`config.mk`:
```
export PLATFORM = sky130hd
export DESIGN_NAME = char_cell_mode_encoder
export DESIGN_NICKNAME = d
export VERILOG_FILES = /design/src/sv/cce_pkg.sv /design/src/sv/char_cell_mode_encoder.sv
export SDC_FILE = /design/constraint.sdc
export NUM_CORES = 1
export LEC_CHECK = 0
export ABC_AREA = 1
export ABC_CLOCK_PERIOD_IN_PS = 16400
export BUFFER_PORTS_ARGS = -buffer_cell sky130_fd_sc_hd__clkbuf_2
export CAP_MARGIN = 20
export CORE_ASPECT_RATIO = 0.8
export CORE_MARGIN = 2
export CORE_UTILIZATION = 55
export CTS_BUF_LIST = sky130_fd_sc_hd__clkbuf_2
export DETAILED_ROUTE_END_ITERATION = 8
export PLACE_DENSITY_LB_ADDON = 0.12
export SLEW_MARGIN = 10
export SYNTH_ARGS = -nofsm -noshare
export SYNTH_HDL_FRONTEND = slang
export SYNTH_SLANG_ARGS = --single-unit
export TNS_END_PERCENT = 20
```
`constraint.sdc`:
```
create_clock -name clk_i -period 16.4 [get_ports clk_i]
set_clock_uncertainty 0.1 [all_clocks]
set_input_delay 3.28 -clock clk_i [delete_from_list [all_inputs] [get_ports clk_i]]
set_output_delay 3.28 -clock clk_i [all_outputs]
set_load 0.01 [all_outputs]
```
`src/sv/cce_pkg.sv`:
```
`default_nettype none

package cce_pkg;

  localparam int unsigned PixW    = 4;
  localparam int unsigned NumPix  = 8;
  localparam int unsigned NumRows = 8;
  localparam int unsigned RowW    = $clog2(NumRows);
  localparam int unsigned ColW    = 4;
  localparam int unsigned McW     = 5;
  localparam int unsigned CfgDataW = 5;

  localparam logic [PixW-1:0] BgReset  = 4'd0;
  localparam logic [McW-1:0]  Mc1Reset = 5'd12;
  localparam logic [McW-1:0]  Mc2Reset = 5'd13;
  localparam logic [7:0]      ByteFull = 8'hff;
  localparam logic [ColW-1:0] MultiFlag = 4'd8;

  // mode_force bits
  localparam int unsigned ForceHiresBit = 0;
  localparam int unsigned ForceMultiBit = 1;

  typedef enum logic [1:0] {
    CfgBackground = 2'd0,
    CfgMulticolOne = 2'd1,
    CfgMulticolTwo = 2'd2,
    CfgModeForce   = 2'd3
  } cfg_idx_e;

  typedef struct packed {
    logic [PixW-1:0] pixel_0;
    logic [PixW-1:0] pixel_1;
    logic [PixW-1:0] pixel_2;
    logic [PixW-1:0] pixel_3;
    logic [PixW-1:0] pixel_4;
    logic [PixW-1:0] pixel_5;
    logic [PixW-1:0] pixel_6;
    logic [PixW-1:0] pixel_7;
  } pix_row_t;

  typedef struct packed {
    logic [7:0]      byte_0;
    logic [7:0]      byte_1;
    logic [7:0]      byte_2;
    logic [7:0]      byte_3;
    logic [7:0]      byte_4;
    logic [7:0]      byte_5;
    logic [7:0]      byte_6;
    logic [7:0]      byte_7;
    logic [ColW-1:0] cell_colour;
    logic            coalesce_ok;
  } cell_res_t;

endpackage

`default_nettype wire

```
`src/sv/char_cell_mode_encoder.sv`:
```
`default_nettype none

// Character cell mode encoder. Takes one row of eight 4-bit palette indices
// per transfer, top row first, and after every eighth row delivers one result:
// eight pattern bytes, a colour nibble and a coalesce flag. One row is taken
// per cycle, except while a stalled eighth row waits; a row passes an input
// register, the per-row packing and the cell classification, and the cell
// result lands in the output register, from which it is offered, once the
// eighth row advances out of the input register. The input side keeps moving
// while a result waits, until the eighth row of the next cell needs the output
// register. Configuration writes take effect on the next cycle; pattern bits
// use the settings current at each row, classification those current at the eighth row.
module char_cell_mode_encoder (
  input  wire                     clk_i,
  input  wire                     rst_ni,
  input  wire                     cfg_we_i,
  input  wire cce_pkg::cfg_idx_e  cfg_idx_i,
  input  wire [cce_pkg::CfgDataW-1:0] cfg_wdata_i,
  input  wire                     in_valid_i,
  output logic                    in_ready_o,
  input  wire cce_pkg::pix_row_t  in_data_i,
  output logic                    out_valid_o,
  input  wire                     out_ready_i,
  output cce_pkg::cell_res_t      out_data_o
);
  import cce_pkg::*;

  // configuration
  logic [PixW-1:0] bg_q;
  logic [McW-1:0]  mc1_q, mc2_q;
  logic [1:0]      force_q;

  // input register
  logic     s1_valid_q;
  pix_row_t s1_row_q;
  logic     s1_adv;

  // cell accumulators
  logic [RowW-1:0] row_q;
  logic [15:0]     mask_q;
  logic [ColW-1:0] hires_last_q;
  logic [ColW-1:0] multi_col_q;
  logic            multi_plain_q;
  logic [7:0]      hires_rows_q [NumRows];
  logic [7:0]      multi_rows_q [NumRows];

  // output register
  logic      out_valid_q;
  cell_res_t out_data_q;

  // row logic
  logic [PixW-1:0] pix [NumPix];
  logic [7:0]      hbits, mbits;
  logic [15:0]     mask_d;
  logic [ColW-1:0] hires_last_d, multi_col_d;
  logic            multi_plain_d;
  logic            last_row;
  cell_res_t       res_d;

  always_ff @(posedge clk_i or negedge rst_ni) begin
    if (!rst_ni) begin
      bg_q    <= BgReset;
      mc1_q   <= Mc1Reset;
      mc2_q   <= Mc2Reset;
      force_q <= 2'd0;
    end else if (cfg_we_i) begin
      unique case (cfg_idx_i)
        CfgBackground:  bg_q    <= cfg_wdata_i[PixW-1:0];
        CfgMulticolOne: mc1_q   <= cfg_wdata_i[McW-1:0];
        CfgMulticolTwo: mc2_q   <= cfg_wdata_i[McW-1:0];
        CfgModeForce:   force_q <= cfg_wdata_i[1:0];
        default: ;
      endcase
    end
  end

  assign last_row   = (row_q == RowW'(NumRows - 1));
  assign s1_adv     = s1_valid_q && (!last_row || !out_valid_q || out_ready_i);
  assign in_ready_o = !s1_valid_q || s1_adv;

  always_ff @(posedge clk_i or negedge rst_ni) begin
    if (!rst_ni) begin
      s1_valid_q <= 1'b0;
    end else if (in_ready_o) begin
      s1_valid_q <= in_valid_i;
    end
  end

  always_ff @(posedge clk_i) begin
    if (in_ready_o && in_valid_i) begin
      s1_row_q <= in_data_i;
    end
  end

  assign pix[0] = s1_row_q.pixel_0;
  assign pix[1] = s1_row_q.pixel_1;
  assign pix[2] = s1_row_q.pixel_2;
  assign pix[3] = s1_row_q.pixel_3;
  assign pix[4] = s1_row_q.pixel_4;
  assign pix[5] = s1_row_q.pixel_5;
  assign pix[6] = s1_row_q.pixel_6;
  assign pix[7] = s1_row_q.pixel_7;

  // per-row packing; later pixels override the running colours
  always_comb begin
    logic [15:0] row_mask;
    hbits         = 8'd0;
    mbits         = 8'd0;
    row_mask      = 16'd0;
    hires_last_d  = hires_last_q;
    multi_col_d   = multi_col_q;
    multi_plain_d = multi_plain_q;
    for (int x = 0; x < NumPix; x++) begin
      row_mask[pix[x]] = 1'b1;
      if (pix[x] != bg_q) begin
        hbits[7-x]   = 1'b1;
        hires_last_d = pix[x];
      end
      if ((x % 2) == 0) begin
        if ({1'b0, pix[x]} == mc1_q) begin
          mbits[7-x -: 2] = 2'b01;
        end else if ({1'b0, pix[x]} == mc2_q) begin
          mbits[7-x -: 2] = 2'b10;
        end else if (pix[x] != bg_q) begin
          mbits[7-x -: 2] = 2'b11;
          multi_plain_d   = 1'b0;
          multi_col_d     = pix[x] | MultiFlag;
        end
      end
    end
    mask_d = mask_q | row_mask;
  end

  // cell classification on the eighth row
  always_comb begin
    logic [15:0]     bg_bit, other;
    logic            single, single_low, bg_only, hires;
    logic [ColW-1:0] single_col;
    logic [7:0]      bytes [NumRows];
    bg_bit     = 16'd1 << bg_q;
    other      = mask_d & ~bg_bit;
    single     = $onehot(mask_d);
    bg_only    = (mask_d == bg_bit);
    single_low = single && (mask_d[15:8] == 8'd0);
    single_col = '0;
    for (int c = 0; c < 8; c++) begin
      if (mask_d[c]) begin
        single_col = ColW'(c);
      end
    end
    hires = (|(mask_d & bg_bit)) && $onehot(other) && (other[15:8] == 8'd0);
    if (force_q[ForceHiresBit]) begin
      hires = 1'b1;
    end
    if (force_q[ForceMultiBit]) begin
      hires = 1'b0;
    end
    for (int k = 0; k < NumRows; k++) begin
      bytes[k] = 8'd0;
    end
    res_d = '0;
    priority if (bg_only) begin
      res_d.cell_colour = '0;
      res_d.coalesce_ok = 1'b1;
    end else if (single_low) begin
      for (int k = 0; k < NumRows; k++) begin
        bytes[k] = ByteFull;
      end
      res_d.cell_colour = single_col;
      res_d.coalesce_ok = 1'b0;
    end else if (hires) begin
      for (int k = 0; k < NumRows - 1; k++) begin
        bytes[k] = hires_rows_q[k];
      end
      bytes[NumRows-1]  = hbits;
      res_d.cell_colour = hires_last_d;
      res_d.coalesce_ok = 1'b0;
    end else begin
      for (int k = 0; k < NumRows - 1; k++) begin
        bytes[k] = multi_rows_q[k];
      end
      bytes[NumRows-1]  = mbits;
      res_d.cell_colour = multi_col_d;
      res_d.coalesce_ok = multi_plain_d;
    end
    res_d.byte_0 = bytes[0];
    res_d.byte_1 = bytes[1];
    res_d.byte_2 = bytes[2];
    res_d.byte_3 = bytes[3];
    res_d.byte_4 = bytes[4];
    res_d.byte_5 = bytes[5];
    res_d.byte_6 = bytes[6];
    res_d.byte_7 = bytes[7];
  end

  always_ff @(posedge clk_i or negedge rst_ni) begin
    if (!rst_ni) begin
      row_q         <= '0;
      mask_q        <= '0;
      hires_last_q  <= '0;
      multi_col_q   <= MultiFlag;
      multi_plain_q <= 1'b1;
    end else if (s1_adv) begin
      if (last_row) begin
        row_q         <= '0;
        mask_q        <= '0;
        hires_last_q  <= '0;
        multi_col_q   <= MultiFlag;
        multi_plain_q <= 1'b1;
      end else begin
        row_q         <= row_q + RowW'(1);
        mask_q        <= mask_d;
        hires_last_q  <= hires_last_d;
        multi_col_q   <= multi_col_d;
        multi_plain_q <= multi_plain_d;
      end
    end
  end

  always_ff @(posedge clk_i) begin
    if (s1_adv) begin
      hires_rows_q[row_q] <= hbits;
      multi_rows_q[row_q] <= mbits;
    end
  end

  always_ff @(posedge clk_i or negedge rst_ni) begin
    if (!rst_ni) begin
      out_valid_q <= 1'b0;
    end else if (s1_adv && last_row) begin
      out_valid_q <= 1'b1;
    end else if (out_ready_i) begin
      out_valid_q <= 1'b0;
    end
  end

  always_ff @(posedge clk_i) begin
    if (s1_adv && last_row) begin
      out_data_q <= res_d;
    end
  end

  assign out_valid_o = out_valid_q;
  assign out_data_o  = out_data_q;

endmodule

`default_nettype wire

```
==> results of run 1 <==
## flip-flops by register name, summed over array words and instances (netlist names)
name / cells
bg_q: 4
force_q: 2
hires_last_q: 4
hires_rows_q: 56
mask_q: 16
mc1_q: 5
mc2_q: 5
multi_col_q: 4
multi_plain_q: 1
multi_rows_q: 56
out_data_o: 69
out_valid_o: 1
pix: 32
row_q: 3
s1_valid_q: 1
## cells by family after synthesis
kind of cell / synth area share, %
buffers and inverters: 7.31
adders and majority gates: 6.86
AOI/OAI and AO/OA: 8.21
DFF: 54.5
and+or+nand+nor: 21.9
xor gates and xnor gates: 1.26
## worst max-delay path, cell delays in order (launching register included)
cell      delay [ns]
edfxtp_1        0.63
inv_1           0.28
nand2_1         0.22
nor2_1          0.08
a31oi_1         0.15
nand3b_1        0.16
nor2_1          0.35
inv_1           0.18
ha_1            0.25
fa_1            0.50
inv_1           0.05
fa_1            0.48
inv_1           0.05
fa_1            0.50
fa_1            0.49
ha_1            0.24
fa_1            0.44
nor2_1          0.12
nand3_1         0.07
nor3_1          0.21
nand2_1         0.07
o21bai_1        0.16
nand2_2         0.05
buf_4           0.33
inv_2           0.10
buf_4           0.58
nand2_1         0.13
a31oi_1         0.22
## area by class of cell
| type | instances | area share [%] |
|---|---|---|
| multi-input combinational | 1017 | 34.7 |
| sequential | 259 | 49.2 |
| inverter | 183 | 4.48 |
| antenna | 1 | 0.0163 |
| clock inverter | 17 | 0.799 |
| timing repair buffer | 138 | 5.02 |
| clock buffer | 98 | 3.20 |
| tap | 318 | 2.59 |
## path summary, 6_finish.rpt
kind                          startpoint              end  cells past startpoint
setup / recovery                  pix[7]   out_data_o[17]                     27
hold reg to reg            multi_plain_q    multi_plain_q                      2
min in group asynchronous         rst_ni         mc1_q[4]                      2
max in group asynchronous         rst_ni  hires_last_q[3]                      2
hold / removal             multi_plain_q    multi_plain_q                      2
setup reg to reg                  pix[7]   out_data_o[17]                     27
## power by group
group / switching, mW / total (mW) / internal (mW)
Combinational: 0.646 / 1.04 / 0.396
Clock: 0.262 / 0.452 / 0.190
Sequential: 0.0522 / 0.875 / 0.823
## routing by layer
metal / vias up / track usage (%)
met5: - / 0
met4: 0 / 9.67
met3: 82 / 6.76
met2: 621 / 45.8
met1: 5481 / 47.6
li1: 5368 / -
## placed cells by master (no fill, tap or decap), types with 8 or more instances in the layout
master and count:
nand2_1 430, edfxtp_1 213, clkbuf_2 212, nor2_1 185
inv_1 165, a31oi_1 66, nand3_1 53, a21oi_1 48
ha_1 44, o21ai_0 42, dfrtp_1 39, buf_4 22
fa_1 20, nand4_1 19, o211ai_1 19, inv_2 18
nor3_1 17, xnor2_1 13, clkinv_1 11, nand3b_1 8
## per-stage QoR
stage                     area (um2)  std cells  total power, mW
after floorplan                13900       1518             1.64
after detailed placement       14700       1914             1.92
after global placement         14700       1913             1.88
after CTS                      15300       2029             2.37
final                          15300       2031             2.37
after global routing           15300       2031             2.59
==> flow_metrics.env, run 1 <==
export IMPL_outcome="complete, no violations"
export IMPL_cts_max_path_buffers=3
export IMPL_fp_row_count=51
export IMPL_wl_met3_um=4010
export IMPL_wl_um=40900
export IMPL_grt_pass1_wl_um=63000
export IMPL_vdd_drop_max_uv=390
export IMPL_clkSinkCount=259
export IMPL_die_area_mm2=0.0265
export IMPL_fin_crit_sh_pct=45.7
export IMPL_via_per_inst=5.69
export IMPL_antenna_found_initial=1
export IMPL_worstMarginPinSlew_ns=1.07
export IMPL_drive_gt1_share_pct=17.1
export IMPL_routed_via_count=11600
export IMPL_highest_layer="met4"
export IMPL_route_detailed_drc=0
export IMPL_fp_coreArea_mm2=0.0246
export IMPL_root_buffer="clkbuf_2"
export IMPL_grt_pass1_vias=11000
export IMPL_hold_viol=0
export IMPL_period_needed_ns=7.49
export IMPL_yosysMostFrequentCell="nand2_1"
export IMPL_postCtsSetupBuffers=0
export IMPL_cts_max_level=3
export IMPL_yosys_area_top_type_share_pct=46.1
export IMPL_clock_latency_ns=0.90
export IMPL_fmax_mhz=133
export IMPL_clk_pin_slew_ns=0.12
export IMPL_gp_congestion=1.00
export IMPL_cts_hold_buffers=0
export IMPL_crit_type="reg2reg"
export IMPL_crit_fanout=66
export IMPL_final_net_count=1773
export IMPL_cts_buffers=66
export IMPL_ys_types=40
export IMPL_ios=115
export IMPL_drt_iter0_drc=1244
export IMPL_gr_total_overflow=0
export IMPL_crit_arrival_ns=8.06
export IMPL_syn_avg_cell_area_um2=9.14
export IMPL_ys_top_cells_by_area="edfxtp_1, nand2_1, dfrtp_1"
export IMPL_synth_edf_count=213
export IMPL_maxCapViolations=0
export IMPL_multi_input_area_mm2=0.00532
export IMPL_hpwl_um=28600
export IMPL_chipHeight_um=146
export IMPL_post_place_ws_ns=9.13
export IMPL_dr_pass1_iters=6
export IMPL_ant_nets=0
export IMPL_initial_core_util_pct=56.5
export IMPL_syn_inst=1518
export IMPL_fin_util_pct=62.5
export IMPL_startpoint_type="flop"
export IMPL_grtUsageTotal_pct=31.5
export IMPL_dr_wl_met2_um=17200
export IMPL_synthFlopType="edfxtp_1"
export IMPL_leakagePower_nw=6.74
export IMPL_fillers=2148
export IMPL_tns_ns=0
export IMPL_required_ns=16.96
export IMPL_cts_tree="done"
export IMPL_timing_hold_ws_ns=0.394
export IMPL_hp_class="reg2reg"
export IMPL_crit_path_end_kind="flop"
export IMPL_wl_met1_um=18700
export IMPL_syn2layout_area_growth_pct=10.7
export IMPL_slew_headroom_pct=28.1
export IMPL_synthTopCellsByCount="nand2_1, edfxtp_1, nor2_1"
export IMPL_regToRegSetupSlack_ns=8.91
export IMPL_port_buffers=114
export IMPL_async_reset_ff_share_pct=17.8
export IMPL_drv_slew=0
export IMPL_synth_seq_area_share_pct=54.5
export IMPL_yosys_register_bits=259
export IMPL_die_x_um=182
export IMPL_cts_resized=0
export IMPL_netlist_area_mm2=0.0139
export IMPL_routedWlPerCell_um=20.1
export IMPL_synth_top_cell_by_area="edfxtp_1"
export IMPL_rsz0062_at_grt="false"
export IMPL_synth_warnings=0
export IMPL_grt_max_degree=67
export IMPL_setup_slack_ns=8.91
export IMPL_register_area_mm2=0.00756
export IMPL_setup_violations=0
export IMPL_syn_nets=1626
export IMPL_power_density_mw_per_mm2=154
Power figures use the tool's default switching activity.
==> run 2, diff against run 1 <==
--- a/config.mk
+++ b/config.mk
@@ -6,7 +6,7 @@
 export NUM_CORES = 1
 export LEC_CHECK = 0
 export ABC_AREA = 1
-export ABC_CLOCK_PERIOD_IN_PS = 16400
+export ABC_CLOCK_PERIOD_IN_PS = 7600
 export BUFFER_PORTS_ARGS = -buffer_cell sky130_fd_sc_hd__clkbuf_2
 export CAP_MARGIN = 20
 export CORE_ASPECT_RATIO = 0.8
==> constraint.sdc (replaced) <==
create_clock -name clk_i -period 7.6 [get_ports clk_i]
set_clock_uncertainty 0.1 [all_clocks]
set_input_delay 1.52 -clock clk_i [delete_from_list [all_inputs] [get_ports clk_i]]
set_output_delay 1.52 -clock clk_i [all_outputs]
set_load 0.01 [all_outputs]
==> flow_metrics.env, run 2 (synthesized netlist as in run 1, its figures left out) <==
export IMPL_fillers=2162
export IMPL_rsz0062_at_grt="false"
export IMPL_die_x_um=182
export IMPL_grt_pass1_vias=11000
export IMPL_crit_arrival_ns=7.66
export IMPL_via_per_inst=5.73
export IMPL_worstMarginPinSlew_ns=1.07
export IMPL_largest_reg_flops=69
export IMPL_crit_fanout=66
export IMPL_final_cell_mix="nand2_1, edfxtp_1, clkbuf_2"
export IMPL_required_ns=8.21
export IMPL_gp_congestion=0.966
export IMPL_power_density_mw_per_mm2=329
export IMPL_final_common_cell="nand2_1"
export IMPL_outcome="complete, no violations"
export IMPL_clk_pin_slew_ns=0.11
export IMPL_chipHeight_um=146
export IMPL_cts_hold_buffers=0
export IMPL_cts_tree="done"
export IMPL_grtUsageTotal_pct=32.8
export IMPL_final_area_mm2=0.0153
export IMPL_routed_via_count=11600
export IMPL_startpoint_type="flop"
export IMPL_crit_top_cell="fa_1"
export IMPL_postCtsSetupBuffers=0
export IMPL_fp_coreArea_mm2=0.0246
export IMPL_cts_max_path_buffers=3
export IMPL_setup_violations=0
export IMPL_post_place_ws_ns=0.774
export IMPL_p_total_mw=5.03
export IMPL_routedWlPerCell_um=21.1
export IMPL_vdd_drop_max_uv=757
export IMPL_gr_total_overflow=0
export IMPL_drv_slew=0
export IMPL_cpMaxStageDelayCell="edfxtp_1"
export IMPL_port_buffers=114
export IMPL_drive_gt1_share_pct=16.5
export IMPL_wl_um=42700
export IMPL_tns_ns=0
export IMPL_slew_headroom_pct=28.2
export IMPL_route_detailed_drc=0
export IMPL_period_needed_ns=7.05
export IMPL_leakagePower_nw=6.68
export IMPL_hold_viol=0
export IMPL_fin_crit_sh_pct=92.8
export IMPL_root_buffer="clkbuf_2"
export IMPL_hpwl_um=30600
export IMPL_grt_pass1_wl_um=65200
export IMPL_max_stage_delay_ns=0.58
export IMPL_dr_pass1_iters=6
export IMPL_ant_nets=0
export IMPL_initial_core_util_pct=56.5
export IMPL_final_net_count=1770
export IMPL_placed_cell_area_mm2=0.0147
export IMPL_clock_latency_ns=0.98
export IMPL_cts_max_level=2
export IMPL_crit_type="reg2reg"
export IMPL_fp_row_count=51
export IMPL_die_area_mm2=0.0265
export IMPL_hp_class="reg2reg"
export IMPL_grt_max_degree=67
export IMPL_ios=115
export IMPL_cts_buffers=59
export IMPL_antenna_found_initial=2
export IMPL_cts_resized=0
export IMPL_syn2layout_area_growth_pct=10.2
export IMPL_drt_iter0_drc=1328
export IMPL_setup_slack_ns=0.548
export IMPL_crit_path_end_kind="flop"
export IMPL_clkSinkCount=259
export IMPL_maxCapViolations=0
export IMPL_fmax_mhz=142
[run 2: cell count changes in the layout (fill, tap and decap cells not counted), sizes merged]
cell	delta
clkinv	+7
clkbuf	-14
bufinv	-2
inv	-1
buf	+5
[run 2: worst paths after layout]
| check | start | end | slack [ns] | depth (start not counted) |
|---|---|---|---|---|
| hold reg to reg | multi_plain_q | multi_plain_q | 0.39 | 2 |
| setup reg to reg | pix[5] | out_data_o[68] | 0.55 | 26 |
| min in group asynchronous | rst_ni | mc2_q[1] | 0.52 | 2 |
| hold / removal | multi_plain_q | multi_plain_q | 0.39 | 2 |
| setup / recovery | pix[5] | out_data_o[68] | 0.55 | 26 |
| max in group asynchronous | rst_ni | row_q[1] | 6.32 | 2 |
[run 2: worst max-delay path, delay by kind of cell, from the launching register on]
family,cells,cell delay (ns)
and+or+nand+nor,10,1.55
buffers and inverters,6,0.94
DFF,1,0.58
adders and majority gates,7,2.92
AOI/OAI and AO/OA,3,0.64
[run 2: metal layers]
metal	vias to the layer above	wire length, um	global-route usage, %
li1	5350	-	-
met1	5528	18900	49.9
met2	669	18000	46.9
met3	72	4860	7.51
met4	0	995	9.51
met5	-	0	0
[run 2: layout make-up]
type	instances	area (um2)	area share, %
flip-flops and latches	259	7560	49.4
clock inverters	21	90.1	0.589
multi-input cells	1017	5320	34.8
inverters	183	688	4.50
clock buffers	85	425	2.78
repair buffers	142	806	5.27
diodes	1	2.50	0.0164
well taps	318	398	2.60
[run 2: report_power, final]
| group | internal, mW | leakage [nW] | switching [mW] |
|---|---|---|---|
| combinational | 0.871 | 3.90 | 1.40 |
| sequential | 1.77 | 2.39 | 0.121 |
| clock | 0.303 | 0.392 | 0.561 |
[run 2: through the flow]
stage	std cells	hold WS, ns	utilization [%]
5_1_grt	2026	0.417	62.2
3_5_place_dp	1918	0.363	60.0
4_1_cts	2024	0.386	62.1
2_1_floorplan	1518	0.340	-
6_report	2026	0.392	62.2
3_3_place_gp	1916	0.362	60.0
==> run 3, diff against run 2 <==
--- a/config.mk
+++ b/config.mk
@@ -15,6 +15,7 @@
 export CTS_BUF_LIST = sky130_fd_sc_hd__clkbuf_2
 export DETAILED_ROUTE_END_ITERATION = 8
 export PLACE_DENSITY_LB_ADDON = 0.12
+export REMOVE_ABC_BUFFERS = 1
 export SLEW_MARGIN = 10
 export SYNTH_ARGS = -nofsm -noshare
 export SYNTH_HDL_FRONTEND = slang
==> flow_metrics.env, run 3 (synthesized netlist as in run 1, its figures left out) <==
export IMPL_grt_max_degree=63
export IMPL_gr_total_overflow=0
export IMPL_required_ns=8.14
export IMPL_multi_input_area_mm2=0.00532
export IMPL_route_detailed_drc=0
export IMPL_ios=115
export IMPL_fp_row_count=51
export IMPL_gp_congestion=0.991
export IMPL_setup_violations=0
export IMPL_fillers=2140
export IMPL_outcome="complete, no violations"
export IMPL_power_density_mw_per_mm2=336
export IMPL_tns_ns=0
export IMPL_register_area_mm2=0.00756
export IMPL_fp_coreArea_mm2=0.0246
export IMPL_worstMarginPinSlew_ns=1.02
export IMPL_crit_fanout=62
export IMPL_maxCapViolations=0
export IMPL_vdd_drop_max_uv=435
export IMPL_chipHeight_um=146
export IMPL_root_buffer="clkbuf_2"
export IMPL_fmax_mhz=147
export IMPL_clkSinkCount=259
export IMPL_crit_type="reg2reg"
export IMPL_largest_reg_flops=69
export IMPL_final_net_count=1766
export IMPL_cts_resized=0
export IMPL_crit_chain="nor2_1 -> a221oi_1 -> nand4_1 -> ha_1 -> inv_1 -> fa_1 -> fa_1 -> inv_1 -> fa_1 -> fa_1 -> ha_1 -> fa_1 -> nor2_1 -> nand3_1 -> nor3_1 -> nand2_1 -> o21bai_1 -> nand2_2 -> buf_4 -> nor2_2 -> clkinv_2 -> o21ai_1 -> nor2_1"
export IMPL_grtUsageTotal_pct=30.6
export IMPL_cts_buffers=61
export IMPL_drv_slew=0
export IMPL_routed_via_count=11500
export IMPL_crit_top_cell="fa_1"
export IMPL_die_x_um=182
export IMPL_clk_pin_slew_ns=0.11
export IMPL_leakagePower_nw=6.72
export IMPL_dr_pass1_iters=6
export IMPL_grt_pass1_wl_um=61200
export IMPL_clock_latency_ns=0.90
export IMPL_port_buffers=114
export IMPL_slew_headroom_pct=31.2
export IMPL_fin_crit_sh_pct=89.8
export IMPL_hpwl_um=29500
export IMPL_hold_viol=0
export IMPL_initial_core_util_pct=56.5
export IMPL_crit_path_end_kind="flop"
export IMPL_cts_max_level=2
export IMPL_period_needed_ns=6.82
export IMPL_syn2layout_area_growth_pct=10.3
export IMPL_startpoint_type="flop"
export IMPL_drive_gt1_share_pct=17.2
export IMPL_routedWlPerCell_um=20.0
export IMPL_hp_class="reg2reg"
export IMPL_grt_pass1_vias=10600
export IMPL_cpMaxStageDelayCell="edfxtp_1"
export IMPL_cts_tree="done"
export IMPL_max_stage_delay_ns=0.69
export IMPL_final_cell_mix="nand2_1, clkbuf_2, edfxtp_1"
export IMPL_cts_max_path_buffers=3
export IMPL_ant_nets=0
export IMPL_p_total_mw=5.14
export IMPL_via_per_inst=5.65
export IMPL_final_common_cell="nand2_1"
export IMPL_die_area_mm2=0.0265
export IMPL_postCtsSetupBuffers=0
export IMPL_crit_arrival_ns=7.36
export IMPL_wl_um=40600
export IMPL_cts_hold_buffers=0
export IMPL_antenna_found_initial=1
export IMPL_drt_iter0_drc=1304
export IMPL_rsz0062_at_grt="false"
-- run 3: changes by cell type in the layout (fill, tap and decap cells not counted), sizes merged --
cell,previous run,this run
inv,182,183
diode,1,2
clkbuf,199,214
buf,28,22
bufinv,0,1
clkinv,21,11
-- run 3: worst paths after layout --
| kind | start | end | depth (start not counted) | slack (ns) |
|---|---|---|---|---|
| max | pix[21] | out_data_o[8] | 23 | 0.78 |
| min | multi_plain_q | multi_plain_q | 2 | 0.38 |
| max reg2reg | pix[21] | out_data_o[8] | 23 | 0.78 |
| min reg2reg | multi_plain_q | multi_plain_q | 2 | 0.38 |
| max in group asynchronous | rst_ni | bg_q[0] | 2 | 6.28 |
| min in group asynchronous | rst_ni | mask_q[7] | 2 | 0.63 |
-- run 3: power breakdown --
group / internal (mW) / switching [mW] / leakage, nW
Combinational: 0.882 / 1.42 / 3.87
Clock: 0.382 / 0.556 / 0.457
Sequential: 1.78 / 0.121 / 2.39
Total: 3.04 / 2.10 / 6.72
-- run 3: layout make-up --
class | instances | share of cell area [%]
Tap cell | 318 | 2.60
Sequential cell | 259 | 49.4
Multi-Input combinational cell | 1017 | 34.8
Inverter | 183 | 4.50
Antenna cell | 2 | 0.0327
Clock buffer | 100 | 3.27
Clock inverter | 13 | 0.572
Timing Repair Buffer | 136 | 4.89
-- run 3: layer usage --
| layer | share of wire (%) | track usage (%) | wire [um] | up-vias |
|---|---|---|---|---|
| met5 | 0 | 0 | 0 | - |
| li1 | - | - | - | 5359 |
| met4 | 1.4 | 6.63 | 562 | 0 |
| met1 | 46 | 47.9 | 18700 | 5417 |
| met3 | 11 | 6.61 | 4410 | 53 |
| met2 | 42 | 43.7 | 16900 | 632 |
-- run 3: worst max-delay path, delay by kind of cell (launching register included) --
kind	cells	cell delay, ns
adders and majority gates	7	2.99
and+or+nand+nor	9	1.40
AOI/OAI and AO/OA	3	0.74
DFF	1	0.69
buffers and inverters	4	0.60
-- run 3: stage by stage --
| stage | instance area [um2] | setup slack (ns) | hold slack, ns | utilization [%] | cells |
|---|---|---|---|---|---|
| global route | 15300 | 0.414 | 0.411 | 62.3 | 2028 |
| finish | 15300 | 0.775 | 0.384 | 62.3 | 2028 |
| global placement | 14700 | 1.05 | 0.362 | 59.9 | 1913 |
| CTS | 15300 | 0.890 | 0.385 | 62.3 | 2026 |
| detailed placement | 14700 | 0.924 | 0.365 | 59.9 | 1913 |
| floorplan | 13500 | 0.595 | 0.340 | - | 1459 |
